==> config.mk <==
export PLATFORM = sky130hd
export DESIGN_NAME = kmp_word_pattern_matcher
export DESIGN_NICKNAME = d
export VERILOG_FILES = /design/src/kwpm_pkg.sv /design/src/kmp_word_pattern_matcher.sv /design/src/kwpm_cell.sv /design/src/kwpm_track.sv
export SDC_FILE = /design/constraint.sdc
export NUM_CORES = 1
export LEC_CHECK = 0
export BUFFER_PORTS_ARGS = -buffer_cell sky130_fd_sc_hd__buf_2
export CAP_MARGIN = 20
export CORE_MARGIN = 10
export CORE_UTILIZATION = 56
export CTS_BUF_LIST = sky130_fd_sc_hd__clkbuf_4
export DETAILED_ROUTE_END_ITERATION = 10
export PLACE_DENSITY = 0.77
export SLEW_MARGIN = 20
export SYNTH_ARGS = -nofsm -noshare
export SYNTH_HDL_FRONTEND = slang
export SYNTH_HIERARCHICAL = 1
export SYNTH_SLANG_ARGS = --single-unit
==> constraint.sdc <==
create_clock -name i_clk -period 3.5 [get_ports i_clk]
set_clock_uncertainty 0.15 [all_clocks]
set_input_delay 0.175 -clock i_clk [delete_from_list [all_inputs] [get_ports i_clk]]
set_output_delay 0.175 -clock i_clk [all_outputs]
set_load 0.02 [all_outputs]
==> src/kwpm_pkg.sv <==
// ----------------------------------------------------------------------------
// kwpm_pkg
// shared types, constants and helpers of the kmp word pattern matcher
// ----------------------------------------------------------------------------
package kwpm_pkg;

    localparam int MAX_PATTERN  = 16;
    localparam int OFFSET_WIDTH = 16;
    localparam int PAT_IDX_W    = (MAX_PATTERN > 1) ? $clog2(MAX_PATTERN) : 1;
    localparam int LEN_W        = 5;
    localparam int CFG_IDX_W    = 2;
    localparam int CFG_DATA_W   = 64;
    localparam int BYTE_W       = 8;
    localparam int RSP_OFF_W    = 16;

    typedef enum logic [CFG_IDX_W-1:0] {
        CFG_PAT_LO  = 2'd0,
        CFG_PAT_HI  = 2'd1,
        CFG_PAT_LEN = 2'd2
    } t_cfg_idx;

    typedef struct packed {
        logic [BYTE_W-1:0] text_byte;
        logic              word_last;
    } t_req;

    typedef struct packed {
        logic                 word_hit;
        logic [RSP_OFF_W-1:0] first_offset;
    } t_rsp;

    typedef struct packed {
        logic shift;
        logic flush;
    } t_cell_ctl;

    typedef struct packed {
        logic accept;
        logic last;
        logic hit;
    } t_trk_ev;

    function automatic logic [BYTE_W-1:0] pat_byte(
        input logic [CFG_DATA_W-1:0] lo,
        input logic [CFG_DATA_W-1:0] hi,
        input int                    k
    );
        logic [CFG_DATA_W-1:0] w;
        w = ((k % 16) < 8) ? lo : hi;
        return BYTE_W'(w >> ((k % 8) * BYTE_W));
    endfunction

    // index of the last pattern byte in use
    function automatic logic [PAT_IDX_W-1:0] used_last(input logic [LEN_W-1:0] len);
        logic [LEN_W-1:0] m;
        m = len;
        if (m == '0) begin
            m = LEN_W'(1);
        end
        if (m > LEN_W'(MAX_PATTERN)) begin
            m = LEN_W'(MAX_PATTERN);
        end
        return PAT_IDX_W'(m - LEN_W'(1));
    endfunction

endpackage

==> src/kmp_word_pattern_matcher.sv <==
// ----------------------------------------------------------------------------
// kmp_word_pattern_matcher
// finds the first occurrence of a configured pattern in each word of a
// byte stream, using a chain of prefix cells
//
//   channel  direction  handshake                  request
//   text     in         i_valid / o_stall          i_req (byte, word_last)
//   result   out        o_valid / i_stall          o_rsp (hit, first_offset)
//   config   in         i_cfg_valid / o_cfg_ready  i_cfg_index, i_cfg_data
//
// one text byte per cycle while o_stall is low; every cell updates in the same cycle
// the result is registered and shows in the cycle after the last byte of a word
// a last byte waits only while a previous result is held by i_stall
// config writes to a known index clear the cell chain; synchronous reset, no clearing pass
// ----------------------------------------------------------------------------
module kmp_word_pattern_matcher (
    input  logic                                i_clk,
    input  logic                                i_rst_n,
    input  logic                                i_valid,
    input  kwpm_pkg::t_req                      i_req,
    output logic                                o_stall,
    output logic                                o_valid,
    output kwpm_pkg::t_rsp                      o_rsp,
    input  logic                                i_stall,
    input  logic                                i_cfg_valid,
    output logic                                o_cfg_ready,
    input  logic [kwpm_pkg::CFG_IDX_W-1:0]      i_cfg_index,
    input  logic [kwpm_pkg::CFG_DATA_W-1:0]     i_cfg_data
);

    logic [kwpm_pkg::CFG_DATA_W-1:0] r_pat_lo;
    logic [kwpm_pkg::CFG_DATA_W-1:0] r_pat_hi;
    logic [kwpm_pkg::LEN_W-1:0]      r_pat_len;

    logic                             cfg_wr;
    logic                             cfg_known;
    logic                             accept;
    logic                             busy;
    logic [kwpm_pkg::PAT_IDX_W-1:0]   pat_last;
    kwpm_pkg::t_cell_ctl              cell_ctl;
    kwpm_pkg::t_trk_ev                trk_ev;
    logic [kwpm_pkg::MAX_PATTERN-1:0] chain_in;
    logic [kwpm_pkg::MAX_PATTERN-1:0] cell_act;
    logic [kwpm_pkg::MAX_PATTERN-1:0] cell_next;

    assign o_cfg_ready = 1'b1;
    assign cfg_wr      = i_cfg_valid & o_cfg_ready;

    always_comb begin
        case (kwpm_pkg::t_cfg_idx'(i_cfg_index))
            kwpm_pkg::CFG_PAT_LO,
            kwpm_pkg::CFG_PAT_HI,
            kwpm_pkg::CFG_PAT_LEN: cfg_known = cfg_wr;
            default:               cfg_known = 1'b0;
        endcase
    end

    always_ff @(posedge i_clk) begin
        if (!i_rst_n) begin
            r_pat_lo  <= '0;
            r_pat_hi  <= '0;
            r_pat_len <= kwpm_pkg::LEN_W'(1);
        end else if (cfg_wr) begin
            case (kwpm_pkg::t_cfg_idx'(i_cfg_index))
                kwpm_pkg::CFG_PAT_LO:  r_pat_lo  <= i_cfg_data;
                kwpm_pkg::CFG_PAT_HI:  r_pat_hi  <= i_cfg_data;
                kwpm_pkg::CFG_PAT_LEN: r_pat_len <= i_cfg_data[kwpm_pkg::LEN_W-1:0];
                default: begin
                end
            endcase
        end
    end

    // only a word end needs the result slot
    assign o_stall = i_req.word_last & busy;
    assign accept  = i_valid & !o_stall;

    assign pat_last       = kwpm_pkg::used_last(r_pat_len);
    assign cell_ctl.shift = accept;
    assign cell_ctl.flush = (accept & i_req.word_last) | cfg_known;

    for (genvar k = 0; k < kwpm_pkg::MAX_PATTERN; k++) begin : g_cell
        if (k == 0) begin : g_head
            assign chain_in[k] = 1'b1;
        end else begin : g_link
            assign chain_in[k] = cell_act[k-1];
        end

        kwpm_cell u_cell (
            .i_clk      (i_clk),
            .i_rst_n    (i_rst_n),
            .i_ctl      (cell_ctl),
            .i_byte     (i_req.text_byte),
            .i_pat_byte (kwpm_pkg::pat_byte(r_pat_lo, r_pat_hi, k)),
            .i_prev     (chain_in[k]),
            .o_active   (cell_act[k]),
            .o_next     (cell_next[k])
        );
    end

    assign trk_ev.accept = accept;
    assign trk_ev.last   = i_req.word_last;
    assign trk_ev.hit    = cell_next[pat_last];

    kwpm_track u_track (
        .i_clk      (i_clk),
        .i_rst_n    (i_rst_n),
        .i_ev       (trk_ev),
        .i_pat_last (pat_last),
        .i_stall    (i_stall),
        .o_busy     (busy),
        .o_valid    (o_valid),
        .o_rsp      (o_rsp)
    );

endmodule

==> src/kwpm_cell.sv <==
// ----------------------------------------------------------------------------
// kwpm_cell
// one pattern position: flags that the pattern prefix ending here matches
// the text ending at the latest byte
// ----------------------------------------------------------------------------
module kwpm_cell (
    input  logic                              i_clk,
    input  logic                              i_rst_n,
    input  kwpm_pkg::t_cell_ctl               i_ctl,
    input  logic [kwpm_pkg::BYTE_W-1:0]       i_byte,
    input  logic [kwpm_pkg::BYTE_W-1:0]       i_pat_byte,
    input  logic                              i_prev,
    output logic                              o_active,
    output logic                              o_next
);

    logic r_active;
    logic n_active;

    always_comb begin
        o_next   = i_prev & (i_byte == i_pat_byte);
        n_active = r_active;
        if (i_ctl.flush) begin
            n_active = 1'b0;
        end else if (i_ctl.shift) begin
            n_active = o_next;
        end
    end

    always_ff @(posedge i_clk) begin
        if (!i_rst_n) begin
            r_active <= 1'b0;
        end else begin
            r_active <= n_active;
        end
    end

    assign o_active = r_active;

endmodule

==> src/kwpm_track.sv <==
// ----------------------------------------------------------------------------
// kwpm_track
// word offset counter, first hit capture and result register
// ----------------------------------------------------------------------------
module kwpm_track (
    input  logic                              i_clk,
    input  logic                              i_rst_n,
    input  kwpm_pkg::t_trk_ev                 i_ev,
    input  logic [kwpm_pkg::PAT_IDX_W-1:0]    i_pat_last,
    input  logic                              i_stall,
    output logic                              o_busy,
    output logic                              o_valid,
    output kwpm_pkg::t_rsp                    o_rsp
);

    localparam logic [kwpm_pkg::OFFSET_WIDTH-1:0] OFF_MAX = '1;

    logic [kwpm_pkg::OFFSET_WIDTH-1:0] r_word_off, n_word_off;
    logic [kwpm_pkg::OFFSET_WIDTH-1:0] r_hit_off, n_hit_off;
    logic                              r_hit_seen, n_hit_seen;
    logic                              r_out_valid, n_out_valid;
    kwpm_pkg::t_rsp                    r_rsp, n_rsp;

    logic [kwpm_pkg::OFFSET_WIDTH-1:0] cand;
    logic [kwpm_pkg::OFFSET_WIDTH-1:0] off_now;
    logic                              take;
    logic                              hit_now;
    logic                              word_end;

    always_comb begin
        cand     = r_word_off - kwpm_pkg::OFFSET_WIDTH'(i_pat_last);
        take     = i_ev.accept & i_ev.hit & !r_hit_seen;
        hit_now  = r_hit_seen | (i_ev.accept & i_ev.hit);
        off_now  = r_hit_seen ? r_hit_off : cand;
        word_end = i_ev.accept & i_ev.last;

        n_word_off  = r_word_off;
        n_hit_seen  = r_hit_seen;
        n_hit_off   = r_hit_off;
        n_out_valid = r_out_valid;
        n_rsp       = r_rsp;

        if (word_end) begin
            n_word_off = '0;
            n_hit_seen = 1'b0;
            n_hit_off  = '0;
        end else if (i_ev.accept) begin
            if (r_word_off != OFF_MAX) begin
                n_word_off = r_word_off + kwpm_pkg::OFFSET_WIDTH'(1);
            end
            if (take) begin
                n_hit_seen = 1'b1;
                n_hit_off  = cand;
            end
        end

        if (word_end) begin
            n_out_valid        = 1'b1;
            n_rsp.word_hit     = hit_now;
            n_rsp.first_offset = hit_now ? kwpm_pkg::RSP_OFF_W'(off_now) : '0;
        end else if (!i_stall) begin
            n_out_valid = 1'b0;
        end
    end

    always_ff @(posedge i_clk) begin
        if (!i_rst_n) begin
            r_word_off  <= '0;
            r_hit_seen  <= 1'b0;
            r_hit_off   <= '0;
            r_out_valid <= 1'b0;
        end else begin
            r_word_off  <= n_word_off;
            r_hit_seen  <= n_hit_seen;
            r_hit_off   <= n_hit_off;
            r_out_valid <= n_out_valid;
        end
    end

    always_ff @(posedge i_clk) begin
        r_rsp <= n_rsp;
    end

    assign o_busy  = r_out_valid & i_stall;
    assign o_valid = r_out_valid;
    assign o_rsp   = r_rsp;

endmodule

## After elaboration in Yosys (flattened, before gate mapping)

Cells that the tools add are included.

| storage, ports and cells | value |
|---|---|
| bits in registers | 199 |
| logic and storage cells | 93 |
| input bits | 80 |

| cells by class | value |
|---|---|
| mux-type cells | 8 |
| bitwise logic cells | 24 |
| reduce and logical (&&, ||, !) cells | 12 |
| add/sub/neg operators | 3 |
| equality and inequality tests | 20 |
| order comparisons | 2 |

Operators by type and width:

| kind | number |
|---|---|
| $eq A8 B8 Y1 | 16 |
| $and A1 B1 Y1 | 21 |
| $add A16 B1 Y16 const B | 1 |
| $mux W16 | 1 |
| $ne A16 B16 Y1 const B | 1 |
| $sub A16 B4 Y16 | 1 |
| $reduce_and A2 Y1 | 5 |
| $gt A5 B5 Y1 const B | 1 |
| $logic_not A5 Y1 | 1 |
| $lt A4 B5 Y1 const B | 1 |
| $mux W5 | 1 |
| $bmux W1 S4 | 1 |
| $mux W1 | 4 |
| $mux W4 | 1 |
| $reduce_or A2 Y1 | 2 |
| $sub A4 B1 Y4 const B | 1 |
| $reduce_or A3 Y1 | 1 |
| $eq A2 B1 Y1 const B | 1 |
| $eq A2 B2 Y1 const B | 1 |
| $logic_not A1 Y1 | 2 |
| $logic_not A2 Y1 | 1 |
| $ne A2 B1 Y1 const B | 1 |
| $or A1 B1 Y1 | 2 |
| $not A1 Y1 | 1 |

## Longest topological paths before layout

| depth | value |
|---|---|
| word-level depth | 10 |
| gate-level depth with buffers | 15 |

## Modules after synthesis

Netlist, hierarchy kept.

By module, submodules not included:

| module | cells each | times used | area each (um^2) |
|---|---|---|---|
| kmp_word_pattern_matcher | 623 | 1 | 5220.0 |
| kwpm_track | 270 | 1 | 2504.9 |
| kwpm_cell | 17 | 16 | 141.4 |

## Worst setup path before layout

Ideal clock, no wire load.

| timing | value |
|---|---|
| kind | reg2reg |
| start point | register r_pat_len[4] in the netlist's numbering |
| end point | register u_track.r_rsp (netlist bit u_track/o_rsp[10]) (data pin) |
| path slack | -0.013 ns |
| setup time | 0.152 ns |
| cell stages (with the launch flop) | 14 |
| arrival time | 3.211 ns |
| clock period less this slack | 3.513 ns |
| cells stage by stage | dfxtp_1 > nor4_4 > nor2_1 > ha_1 > clkbuf_1 > nand2_1 > a211oi_1 > o211ai_1 > nand4_1 > nand2_1 > or2_2 > clkbuf_1 > clkdlybuf4s50_2 > o21ai_0 |

RTL lines:

| element | RTL line | source |
|---|---|---|
| start, declared | kmp_word_pattern_matcher.sv:33 | `logic [kwpm_pkg::LEN_W-1:0] r_pat_len;` |
| start signal, assigned | kmp_word_pattern_matcher.sv:62 | `r_pat_len <= kwpm_pkg::LEN_W'(1);` |
| start signal, assigned | kmp_word_pattern_matcher.sv:67 | `kwpm_pkg::CFG_PAT_LEN: r_pat_len <= i_cfg_data[kwpm_pkg::LEN_W-1:0];` |
| end signal, assigned | kwpm_track.sv:81 | `r_rsp <= n_rsp;` |
| end, declared | kwpm_track.sv:22 | `kwpm_pkg::t_rsp r_rsp, n_rsp;` |

==> reports/qor.csv <==
stage;metric;value;unit
run_status;status;complete, no violations;
timing;Final Cycle Share;92.2;%
grt;initial antenna violation count;1;
drt;post-DR wirelength/cell;16.5;um
timing;Tightest Pin Transition;891;ps
timing;fmax;0.310;GHz
timing;Rel. slew slack;40.6;%
yosys;Mapped Avg Cell Area;8.57;um2
cts;clock-pin slew on the worst setup and hold paths;170;ps
worst_setup_path;crit path launch type;register;
floorplanning;Boundary Pins;100;
floorplanning;# rows;48;
timing;Final TNS setup;0;ps
worst_setup_path;WS Path Type;register to register;
worst_setup_path;CP Capture Type;register;
min_path;HP Class;primary input to register;
cells_and_area;Finished Cell Area;11600;um2
timing;Max Transition Viols Final;0;
power;pwr dens;369;nW/um2
cts;CTS tree;yes;
cts;# Post-CTS Setup Buffers;0;
drt;First-pass DRT Iterations;5;
cts;clk buf depth;2;
drt;drt first-iter violations;661;
timing;Hold Fails Final Rpt;0;
cts;CTS Buf Count;17;
timing;setup violators final;0;
drt;via count;8509;
power;leakage power;4.15;nW
worst_setup_path;worst reg2reg setup slack;270;ps
job;max cap viols;0;
power;Worst VDD drop;0.213;mV
floorplanning;Chip Width;153;um
place;routability congestion estimate;0.850;
cells_and_area;# nets final;1394;
place;Cell Area, Placed;10600;um2
min_path;hold path endpoint;g_cell[1].u_cell/o_active;
drt;Post-Route WL;25600;um
place;Buffers on Ports;98;
worst_setup_path;FF-to-FF Start;r_pat_len[4];
floorplanning;Core Region;17400;um2
grt;first-pass GRT wire length;41900;um
min_path;min-delay src;i_req[5];
worst_setup_path;critical path fanouts, max;11;
yosys;Synth Instances;1160;
floorplanning;starting density of the core;57.2;%
yosys;Syn Std Cell Area;9940;um2
floorplanning;die height;153;um
floorplanning;Die ar.;23500;um2
timing;Tmin final;3230;ps
cells_and_area;fraction of layout cells with a size suffix above 1;12.9;%
grt;vias in the first global route;8227;
cts;root buffer cell;clkbuf_4;
cts;CTS Sinks;199;
worst_setup_path;FF-to-FF End;u_track/o_rsp[1];
worst_setup_path;cells on worst reg2reg path;12;
yosys;Synthesis Warnings;6;
timing;unrepaired setup endpoints after global routing;false;
cts;H-tree lvl count;4;
grt;grt total ovfl;0;
place;HPWL after detailed placement;16300;um
drt;Routed Antenna Nets;0;
min_path;hold path cells;4;
cells_and_area;Final Util;66.8;%
grt;pin count of the biggest net entering global routing;166;
worst_setup_path;worst path required time;3810;ps
drt;Vias/cell;5.50;
cts;Skew-Pair Late Insertion Delay;610;ps
cells_and_area;# fillers;1448;
worst_setup_path;Arr. time, crit path;3540;ps
grt;Tot GR Track Use;21.3;%
cells_and_area;Area Growth Syn to Fin;16.7;%
drt;DRC viols;0;
## registers in the layout, indices dropped and copies added, names as in the netlist
register	cells
r_pat_hi	64
r_pat_lo	64
u_track/o_rsp	17
u_track/r_hit_off	16
u_track/r_word_off	16
g_cell.u_cell/o_active	15
r_pat_len	5
u_track/o_valid	1
u_track/r_hit_seen	1
## worst max-delay path, stage by stage, from the launching register on
cell	delay (ps)
dfxtp_2	380
and2b_1	360
nor2_1	110
ha_1	430
buf_4	200
nand2b_1	140
a211oi_1	230
o211ai_1	110
nand4_1	130
nand2_1	90
or2_2	410
buf_4	200
o21ai_0	150
## where the power goes
part	switching (mW)	internal (mW)	total [mW]
Clock	0.883	0.398	1.28
Combinational	0.337	0.269	0.606
Sequential	0.0398	2.36	2.40
## routing by layer
metal / routed length [um] / vias to the layer above / part of all wire (%) / global-route usage [%]
li1: - / 4260 / - / -
met1: 11800 / 3986 / 46 / 28.7
met2: 11800 / 225 / 46 / 33.5
met3: 1480 / 38 / 5.8 / 4.18
met4: 455 / 0 / 1.8 / 6.49
met5: 0 / - / 0 / 0
## worst max path at each step
stage,from,to,slack [ps],cells after the start
2_1_floorplan,r_pat_len[3],u_track/o_rsp[10],7,13
3_3_place_gp,i_req[1],u_track/o_rsp[5],300,14
3_5_place_dp,r_pat_len[4],u_track/o_rsp[1],260,12
4_1_cts,r_pat_len[4],u_track/o_rsp[1],230,12
5_1_grt,r_pat_len[4],u_track/o_rsp[1],10,12
6_report,r_pat_len[4],u_track/o_rsp[1],270,12
## metrics by stage
| stage | std cells | hold WS (ps) | power [mW] | setup slack [ps] |
|---|---|---|---|---|
| 2_1_floorplan | 1161 | 142 | 2.77 | 6.68 |
| 3_5_place_dp | 1446 | 282 | 2.98 | 263 |
| 3_3_place_gp | 1446 | 278 | 2.97 | 299 |
| 5_1_grt | 1546 | 55.1 | 4.47 | 14.5 |
| 4_1_cts | 1545 | 0.999 | 4.31 | 231 |
| 6_report | 1546 | 57.0 | 4.28 | 271 |
## final cells by class
class,instances,area [um2],share of cell area (%)
multi-input combinational,874,5380,46.4
sequential,199,4160,35.8
timing repair buffer,189,1370,11.8
tap,225,282,2.43
clock inverter,15,180,1.55
clock buffer,17,128,1.10
inverter,26,97.6,0.842
antenna,1,2.50,0.0216
## cells in the final DEF (no fill, tap or decap), drive strengths merged, types with 8 or more instances in the layout
cell and instances:
inv 35, buf 122, nand3 8, nand2 298
dfxtp 182, nand4 23, xnor2 77, clkbuf 17
o21ai 47, or4 18, nor4 23, nor2b 8
xor2 59, nand3b 17, edfxtp 17, a21boi 128
nor2 26, o211ai 23, dlygate4sd3 67, a21oi 32
nand2b 11, or4bb 15
## repair_timing
| action | CTS | global route |
|---|---|---|
| hold buffers | 67 | 0 |
| setup endpoints to repair | 0 | 5 |
| resized for setup | 0 | 2 |
| hold endpoints to repair | 137 | 0 |
(Power assumes the default switching activity.)
